<file path="config.mk">
export PLATFORM = sky130hd
export DESIGN_NAME = base64_stream_decoder
export DESIGN_NICKNAME = d
export VERILOG_FILES = /design/src/hw/rtl/b64d_pkg.sv /design/src/hw/rtl/base64_stream_decoder.sv
export SDC_FILE = /design/constraint.sdc
export NUM_CORES = 1
export LEC_CHECK = 0
export BUFFER_PORTS_ARGS = -buffer_cell sky130_fd_sc_hd__buf_4
export CAP_MARGIN = 20
export CORE_MARGIN = 1.5
export CORE_UTILIZATION = 32
export DETAILED_ROUTE_END_ITERATION = 8
export HOLD_SLACK_MARGIN = 0.15
export PLACE_DENSITY = 0.49
export SYNTH_ARGS = -nofsm -noshare
export SYNTH_HDL_FRONTEND = slang
export SYNTH_SLANG_ARGS = --single-unit
</file>
<file path="constraint.sdc">
create_clock -name clk -period 6.5 [get_ports clk]
set_clock_uncertainty 0.05 [all_clocks]
set_input_delay 1.625 -clock clk [delete_from_list [all_inputs] [get_ports clk]]
set_output_delay 1.625 -clock clk [all_outputs]
set_load 0.05 [all_outputs]
</file>
<file path="src/hw/rtl/b64d_pkg.sv">
`default_nettype none

package b64d_pkg;

  localparam int unsigned QDEPTH = 8;
  localparam int unsigned QAW    = $clog2(QDEPTH);
  localparam int unsigned QCW    = $clog2(QDEPTH + 1);

  // Free slots needed before a request is taken: one full group of bytes.
  localparam int unsigned MAX_RES = 3;

  localparam logic [5:0] SEXTET_LOWER = 6'd26;
  localparam logic [5:0] SEXTET_DIGIT = 6'd52;
  localparam logic [5:0] SEXTET_PLUS  = 6'd62;
  localparam logic [5:0] SEXTET_SLASH = 6'd63;

  typedef struct packed {
    logic [7:0] data;
    logic       has_byte;
    logic       last;
  } res_t;

  typedef struct packed {
    logic       valid;
    logic [5:0] value;
  } sextet_t;

  function automatic sextet_t map_char(input logic [7:0] c);
    sextet_t r;
    logic [7:0] d;
    r = '0;
    d = '0;
    if (c inside {[8'h41:8'h5A]}) begin
      d = c - 8'h41;
      r = '{valid: 1'b1, value: d[5:0]};
    end else if (c inside {[8'h61:8'h7A]}) begin
      d = c - 8'h61;
      r = '{valid: 1'b1, value: d[5:0] + SEXTET_LOWER};
    end else if (c inside {[8'h30:8'h39]}) begin
      d = c - 8'h30;
      r = '{valid: 1'b1, value: d[5:0] + SEXTET_DIGIT};
    end else if (c == 8'h2B) begin
      r = '{valid: 1'b1, value: SEXTET_PLUS};
    end else if (c == 8'h2F) begin
      r = '{valid: 1'b1, value: SEXTET_SLASH};
    end
    return r;
  endfunction

endpackage

`default_nettype wire

</file>
<file path="src/hw/rtl/base64_stream_decoder.sv">
`default_nettype none

// Channel   Direction  tdata          tuser     tlast
// s_axis    in         char_in[7:0]   -         stream_end
// m_axis    out        byte_out[7:0]  has_byte  last_out
//
// A request is decoded in the cycle it is taken and its results enter an
// eight-entry result queue, so one request per cycle is accepted while three entries are free.
// Results leave the queue one per cycle while m_axis_tready is high.
// s_axis_tready is high while at least three queue entries are free.
// A synchronous reset empties the queue and the sextet count.
// A stalled m_axis holds its head result until it is taken.
module base64_stream_decoder (
  input  wire logic       clk,
  input  wire logic       rst,
  input  wire logic       s_axis_tvalid,
  output logic            s_axis_tready,
  input  wire logic [7:0] s_axis_tdata,   // char_in[7:0]
  input  wire logic       s_axis_tlast,   // stream_end
  output logic            m_axis_tvalid,
  input  wire logic       m_axis_tready,
  output logic [7:0]      m_axis_tdata,   // byte_out[7:0]
  output logic            m_axis_tuser,   // has_byte
  output logic            m_axis_tlast    // last_out
);
  import b64d_pkg::*;

  logic [5:0]     store [4];
  logic [1:0]     count;
  logic [1:0]     count_next;

  res_t           queue [QDEPTH];
  logic [QAW-1:0] wp;
  logic [QAW-1:0] rp;
  logic [QCW-1:0] fill;

  sextet_t        sx;
  logic [5:0]     st [4];
  logic [2:0]     held;
  logic           full_group;
  logic [7:0]     b0;
  logic [7:0]     b1;
  logic [7:0]     b2;
  res_t           res [MAX_RES];
  logic [1:0]     n;
  logic           s_acc;
  logic           m_acc;

  assign s_axis_tready = (fill <= QCW'(QDEPTH - MAX_RES));
  assign s_acc         = s_axis_tvalid && s_axis_tready;
  assign m_axis_tvalid = (fill != '0);
  assign m_acc         = m_axis_tvalid && m_axis_tready;

  assign m_axis_tdata = queue[rp].data;
  assign m_axis_tuser = queue[rp].has_byte;
  assign m_axis_tlast = queue[rp].last;

  always_comb begin
    sx = map_char(s_axis_tdata);
    for (int i = 0; i < 4; i++) begin
      st[i] = (sx.valid && (count == 2'(i))) ? sx.value : store[i];
    end
    full_group = sx.valid && (count == 2'd3);
    held       = sx.valid ? ({1'b0, count} + 3'd1) : {1'b0, count};
    b0 = {st[0], st[1][5:4]};
    b1 = {st[1][3:0], st[2][5:2]};
    b2 = {st[2][1:0], st[3]};

    for (int k = 0; k < MAX_RES; k++) begin
      res[k] = '0;
    end
    n = 2'd0;
    if (full_group) begin
      res[0] = '{data: b0, has_byte: 1'b1, last: 1'b0};
      res[1] = '{data: b1, has_byte: 1'b1, last: 1'b0};
      res[2] = '{data: b2, has_byte: 1'b1, last: s_axis_tlast};
      n      = 2'd3;
    end else if (s_axis_tlast) begin
      if (held >= 3'd2) begin
        res[0] = '{data: b0, has_byte: 1'b1, last: (held == 3'd2)};
        n      = 2'd1;
        if (held == 3'd3) begin
          res[1] = '{data: b1, has_byte: 1'b1, last: 1'b1};
          n      = 2'd2;
        end
      end else begin
        res[0] = '{data: 8'h00, has_byte: 1'b0, last: 1'b1};
        n      = 2'd1;
      end
    end

    // A full group wraps the count to zero; the end of a stream clears it.
    count_next = s_axis_tlast ? 2'd0 : held[1:0];
  end

  always_ff @(posedge clk) begin
    if (s_acc && sx.valid) begin
      store[count] <= sx.value;
    end
    if (s_acc) begin
      for (int k = 0; k < MAX_RES; k++) begin
        if (2'(k) < n) begin
          queue[wp + QAW'(k)] <= res[k];
        end
      end
    end
  end

  always_ff @(posedge clk) begin
    if (rst) begin
      count <= '0;
      wp    <= '0;
      rp    <= '0;
      fill  <= '0;
    end else begin
      if (s_acc) begin
        count <= count_next;
        wp    <= wp + QAW'(n);
      end
      if (m_acc) begin
        rp <= rp + QAW'(1);
      end
      fill <= fill + (s_acc ? QCW'(n) : QCW'(0)) - (m_acc ? QCW'(1) : QCW'(0));
    end
  end

  a_fill_bound: assert property (@(posedge clk) disable iff (rst)
    fill <= QCW'(QDEPTH))
    else $error("result queue overflow");

  a_ready_room: assert property (@(posedge clk) disable iff (rst)
    s_axis_tready |-> (fill <= QCW'(QDEPTH - MAX_RES)))
    else $error("request taken without room for a full group");

  a_end_result: assert property (@(posedge clk) disable iff (rst)
    (s_acc && s_axis_tlast) |=> m_axis_tvalid)
    else $error("end of stream produced no result");

  a_end_clears: assert property (@(posedge clk) disable iff (rst)
    (s_acc && s_axis_tlast) |=> (count == 2'd0))
    else $error("sextet count not cleared at end of stream");

  a_reset_empty: assert property (@(posedge clk)
    rst |=> !m_axis_tvalid)
    else $error("results pending after reset");

endmodule

`default_nettype wire
</file>
# Word-level counts from Yosys, hierarchy flattened
# Memories as Yosys holds them, arrays and structs flattened. A register that Yosys moved wholly into a read port is not among the register bits.
# Cells that the tools add are included.
# Widths: inputs -> output; s select.
totals:
  register_bits: 12
  mem_bits_rw: 104
  inputBits: 13
  output_inout_bits: 12
  n_memories: 2
op_classes:
  addsub: 12
  magnitude_cmp: 11
  eq_ne: 7
  n_mux: 35
  reduce_logical: 12
mem_list:
  columns: ["name", "words", "word_bits", "rd", "rd_clocked_by_memory_dff", "write_ports", "line", "rtl"]
  rows:
  - ["queue", 8, 10, 1, 1, 3, "base64_stream_decoder.sv:32", "res_t queue [QDEPTH];"]
  - ["store", 4, 6, 3, 0, 1, "base64_stream_decoder.sv:28", "logic [5:0] store [4];"]
ops:
  columns: ["cell", "n"]
  rows:
  - ["$mux 10", 4]
  - ["$mux 20", 2]
  - ["$mux 7", 5]
  - ["$mux 6", 3]
  - ["$eq 8x6->1 const B", 2]
  - ["$ge 8x7->1 const B", 2]
  - ["$le 8x7->1 const B", 2]
  - ["$mux 1", 12]
  - ["$mux 2", 6]
  - ["$sub 6x6->6 const B", 2]
  - ["$logic_and 1x1->1", 10]
  - ["$mux 3", 3]
  - ["$ge 8x6->1 const B", 1]
  - ["$le 8x6->1 const B", 1]
  - ["$add 3x1->3 const B", 2]
  - ["$add 6x5->6 const B", 1]
  - ["$add 6x6->6 const B", 1]
  - ["$eq 3x2->1 const B", 2]
  - ["$sub 6x1->6 const B", 1]
  - ["$add 4x2->4", 1]
  - ["$eq 2x2->1 const B", 2]
  - ["$le 4x3->1 const B", 1]
  - ["$lt 1x2->1 const A", 2]
  - ["$reduce_bool 4->1", 1]
  - ["other kinds (8)", 8]

# Logic depth before layout (Yosys ltp)
depth:
  depth_word: 16
  depth_mapped: 19
  ltp_nobuf: 16

# Worst setup path after synthesis
# No wires, ideal clock.
synth_path:
  path_type: "in2reg"
  from: "input s_axis_tdata[2]"
  to: "register fill[3]"
  setup_ps: 128
  t_arrival_ps: 4939
  setup_slack_ps: 1383
  cell_stages: 18
  path_buffers: 3
  path_cell_list: "clkbuf_1 inv_1 ha_1 and2_1 a22oi_2 o32ai_4 or3_1 buf_2 nand2_1 clkbuf_1 nand2_1 ha_1 inv_1 ha_1 a21o_1 a21oi_1 xnor2_1 nor2_1"
synth_between:
  elab_chain_len: 15
synth_lines:
  columns: ["element", "line", "rtl"]
  rows:
  - ["start: declaration", "base64_stream_decoder.sv:18", "input wire logic [7:0] s_axis_tdata,"]
  - ["parallel branches: the longest is 5 deep, another holds $ge 8x6->1", null, null]
  - ["$mux 7 *", "b64d_pkg.sv:33", "if (c inside {[8'h41:8'h5A]}) begin"]
  - ["parallel branches: the longest is 5 deep, another holds $ge 3x2->1", null, null]
  - ["$mux 2 *", "base64_stream_decoder.sv:73", "if (full_group) begin"]
  - ["$mux 2 *", "base64_stream_decoder.sv:123", "fill <= fill + (s_acc ? QCW'(n) : QCW'(0)) - (m_acc ? QCW'(1) : QCW'(0));"]
  - ["$add 4x2->4 *", "base64_stream_decoder.sv:123", null]
  - ["$sub 4x1->4 *", "base64_stream_decoder.sv:123", null]
  - ["end signal: assignment", "base64_stream_decoder.sv:123", null]
  - ["end: declaration", "base64_stream_decoder.sv:35", "logic [QCW-1:0] fill;"]
# Mark *: on every way between the ends.
# A chain may end at the register's enable or synchronous reset.

# Final worst setup path
# Ends and elaborated chain as after synthesis.

==> flow_summary.yaml <==
status:
  outcome: "finished, final reports clean"
die:
  starting_density: 0.328
  die_y_um: 156
  core_area_um2: 22800
  boundaryPins: 25
  chipWidth_um: 156
  die-area_um2: 24300
  core.rowCount: 55
worst_setup_path:
  criticalPathCategory: "in2reg"
  critPathRequiredTime_ns: 6.76
  cp_data_arrival_time_ns: 5.38
  cp-start-kind: "input port"
  timing.reg2reg.worst_path_depth: 14
  critical_path_peak_fanout: 13
  critical_path.endpoint_type: "flip-flop"
global_routing:
  antenna_found_initial: 0
  grt_start_max_net_pins: 66
  first_global_vias: 6483
  overflow: 0
  gr-usage-all-layers: 0.210
  grt_pass1_wl_mm: 38.3
routing:
  detail_route.wl_per_cell_um: 22.5
  drt-vias-per-instance: 5.93
  num_vias: 6424
  drcViolationCount: 0
  finalWirelength_mm: 24.4
  drt_first_iter_violations: 679
  dr.pass1.iters: 5
  detail-route-antenna-nets: 0
final_layout:
  diodes: 0
  fillerInstances: 2295
  finish.utilization: 0.373
  final_nets: 795
  postLayoutCellArea_um2: 8490
  drive_gt1_frac: 0.168
  area.growth.synth_to_final_pct: 13.6
yosys:
  ys_top_cells_by_area: "sky130_fd_sc_hd__edfxtp_1, sky130_fd_sc_hd__nand3_1, sky130_fd_sc_hd__mux4_2"
  mappedNetlistArea_um2: 7470
  synth-warning-count: 0
  proportion_of_register_bits_with_asynchronous_set_or_reset_after_synthesis: 0
  syn_nets: 791
  synth.avg_cell_area_um2: 9.92
  synth_top_area_frac: 0.394
  synth_enable_flop_cells: 98
  ys_seq_elements: 113
  synthDominantAreaCellType: "sky130_fd_sc_hd__edfxtp_1"
  synth_seq_area_share: 0.434
  ys.flop_type: "sky130_fd_sc_hd__edfxtp_1"
  syn_inst: 753
  synth.distinct_cells: 66
power:
  p_leak_uw: 0.00289
  combinationalPowerShare: 0.264
  peakVddDrop_mv: 0.264
  pwr_density_cell_nw_per_um2: 275
  p_switching_uw: 759
  cellInternalPower_uw: 1570
  clkPwrFrac: 0.373
  seq_power_share: 0.363
  netSwitchingFraction: 0.325
flow_run:
  maxCapViolCount: 0
place:
  finalWeightedCongestion: 0.867
  dp_hpwl_mm: 16.9
  dpl-instance-area_um2: 7920
  port-buffer-count: 24
sta:
  fmax_mhz: 195
  setup_total_negative_slack_ns: 0
  final_min_period_over_clock_period: 0.789
  fin_crit_ns: 5.13
  finalSetupViolations: 0
  timing_max_transition_violations_final: 0
  hold_viol: 0
  worstMarginPinSlew_ns: 1.25
  timing.slew.headroom: 0.161
  rsz_0062_raised_after_global_routing: "false"
clocking:
  tritoncts.num_buffers: 17
  clock_sink_count: 113
  cts_clock_pin_slew_for_the_worst_setup_and_hold_paths_ns: 0.05
  cts_root_buf: "sky130_fd_sc_hd__clkbuf_16"
  hold_buffers: 0
  cts_buffer_depth: 2
  clock_insertion_delay_at_the_later_pin_of_the_skew_report_ns: 0.42
  tritoncts_clock_tree: "built"
  post_cts_repair_resize_count: 0
  cts_setup_buffers: 0
  htreeDepth: 4
worst_hold_path:
  worstHoldPathType: "reg2reg"
  min_delay_path_depth: 2
-- logic make-up (layout without fill, tap and decap cells) --
| logic type | Yosys count | count (layout) | share of synthesized area |
|---|---|---|---|
| xor gates and xnor gates | 9 | 9 | 0.0105 |
| buffers and inverters | 81 | 98 | 0.0479 |
| AOI/OAI and AO/OA | 196 | 196 | 0.192 |
| DFF | 113 | 113 | 0.434 |
| adders and majority gates | 25 | 25 | 0.0439 |
| and+or+nand+nor | 290 | 290 | 0.183 |
| muxes | 39 | 39 | 0.0889 |
-- synth_stat cells (7+ instances only) --
cell and number:
sky130_fd_sc_hd__buf_2 22, sky130_fd_sc_hd__o211ai_1 27, sky130_fd_sc_hd__clkbuf_1 24, sky130_fd_sc_hd__o311ai_0 7, sky130_fd_sc_hd__edfxtp_1 98, sky130_fd_sc_hd__nand2b_1 10
sky130_fd_sc_hd__nand3_1 91, sky130_fd_sc_hd__mux4_2 20, sky130_fd_sc_hd__dfxtp_1 15, sky130_fd_sc_hd__nand2_1 56, sky130_fd_sc_hd__o21ai_0 10, sky130_fd_sc_hd__a21oi_1 16
sky130_fd_sc_hd__o221ai_1 8, sky130_fd_sc_hd__nor2_1 83, sky130_fd_sc_hd__a31oi_1 66, sky130_fd_sc_hd__o21ai_1 12, sky130_fd_sc_hd__inv_1 21, sky130_fd_sc_hd__nor3_1 14
sky130_fd_sc_hd__mux2_2 15, sky130_fd_sc_hd__ha_1 23
-- metal layers --
metal / up-vias / GRT usage / wire [um]
met2: 308 / 0.348 / 11700
met5: - / 0 / 0
li1: 2915 / - / -
met3: 57 / 0.0408 / 1650
met1: 3144 / 0.273 / 10400
met4: 0 / 0.0739 / 579
-- power by group through the flow --
stage	Combinational (uW)	Clock (uW)	Sequential [uW]
3_3_place_gp	602	0	868
3_5_place_dp	607	0	871
5_1_grt	669	909	850
6_report	617	870	846
2_1_floorplan	467	0	847
4_1_cts	609	879	856
-- critical path: stages --
cell	delay, ns
sky130_fd_sc_hd__buf_4	0.15
sky130_fd_sc_hd__inv_1	0.19
sky130_fd_sc_hd__ha_1	0.23
sky130_fd_sc_hd__nand2b_1	0.11
sky130_fd_sc_hd__a22oi_2	0.54
sky130_fd_sc_hd__o32ai_4	0.30
sky130_fd_sc_hd__o22ai_1	0.85
sky130_fd_sc_hd__nand2_1	0.19
sky130_fd_sc_hd__nand2_1	0.12
sky130_fd_sc_hd__ha_1	0.22
sky130_fd_sc_hd__inv_1	0.10
sky130_fd_sc_hd__ha_1	0.23
sky130_fd_sc_hd__a21o_1	0.15
sky130_fd_sc_hd__a21oi_1	0.17
sky130_fd_sc_hd__xnor2_1	0.14
sky130_fd_sc_hd__nor2_1	0.05
-- layout make-up --
cell class | count | area, um^2 | area share
flip-flops and latches | 113 | 3240 | 0.382
clock buffers | 18 | 429 | 0.0505
multi-input cells | 559 | 3890 | 0.459
clock inverters | 14 | 116 | 0.0137
repair buffers | 40 | 320 | 0.0377
well taps | 313 | 392 | 0.0461
inverters | 26 | 97.6 | 0.0115
-- registers in the layout (all words and copies together) (netlist names), named ones only --
register,flops
queue,80
count,2
fill,4
store,18
rp,3
wp,3
-- metrics by stage --
stage	total power (uW)	instances	worst slack, ns	hold slack [ns]
6_report	2330	1083	1.37	0.446
5_1_grt	2430	1083	1.03	0.470
4_1_cts	2340	1082	1.43	0.451
3_5_place_dp	1480	1050	0.980	0.443
3_3_place_gp	1470	1050	1.11	0.418
2_1_floorplan	1310	753	1.38	0.404
-- placed cells by master (no fill, tap or decap), types with 5 or more instances in the layout --
cell type and instances:
sky130_fd_sc_hd__ha_1 23, sky130_fd_sc_hd__nand3_1 91, sky130_fd_sc_hd__o21ai_1 12, sky130_fd_sc_hd__nor3_1 14, sky130_fd_sc_hd__nand2_1 56, sky130_fd_sc_hd__o211ai_1 27, sky130_fd_sc_hd__edfxtp_1 98, sky130_fd_sc_hd__a2111oi_0 5
sky130_fd_sc_hd__o21ai_0 10, sky130_fd_sc_hd__a21boi_1 5, sky130_fd_sc_hd__or3_1 5, sky130_fd_sc_hd__mux2_2 15, sky130_fd_sc_hd__xor2_1 5, sky130_fd_sc_hd__nor2_1 83, sky130_fd_sc_hd__dfxtp_1 15, sky130_fd_sc_hd__a31oi_1 66
sky130_fd_sc_hd__clkinv_2 6, sky130_fd_sc_hd__a21o_1 5, sky130_fd_sc_hd__nor2b_1 5, sky130_fd_sc_hd__o311ai_0 7, sky130_fd_sc_hd__inv_1 21, sky130_fd_sc_hd__nand2b_1 10, sky130_fd_sc_hd__mux4_2 20, sky130_fd_sc_hd__o221ai_1 8
sky130_fd_sc_hd__clkbuf_16 17, sky130_fd_sc_hd__buf_4 39, sky130_fd_sc_hd__a21oi_1 16
-- final timing paths --
| kind | from | endpoint | slack [ns] |
|---|---|---|---|
| worst max-delay path | s_axis_tdata[2] | fill[3]$_SDFF_PP0_ | 1.37 |
| worst min register to register | rp[1]$_SDFFE_PP0P_ | rp[1]$_SDFFE_PP0P_ | 0.45 |
| worst max register to register | count[1]$_SDFFE_PP0P_ | fill[3]$_SDFF_PP0_ | 2.89 |
| worst min-delay path | rp[1]$_SDFFE_PP0P_ | rp[1]$_SDFFE_PP0P_ | 0.45 |
(Power assumes the default switching activity.)
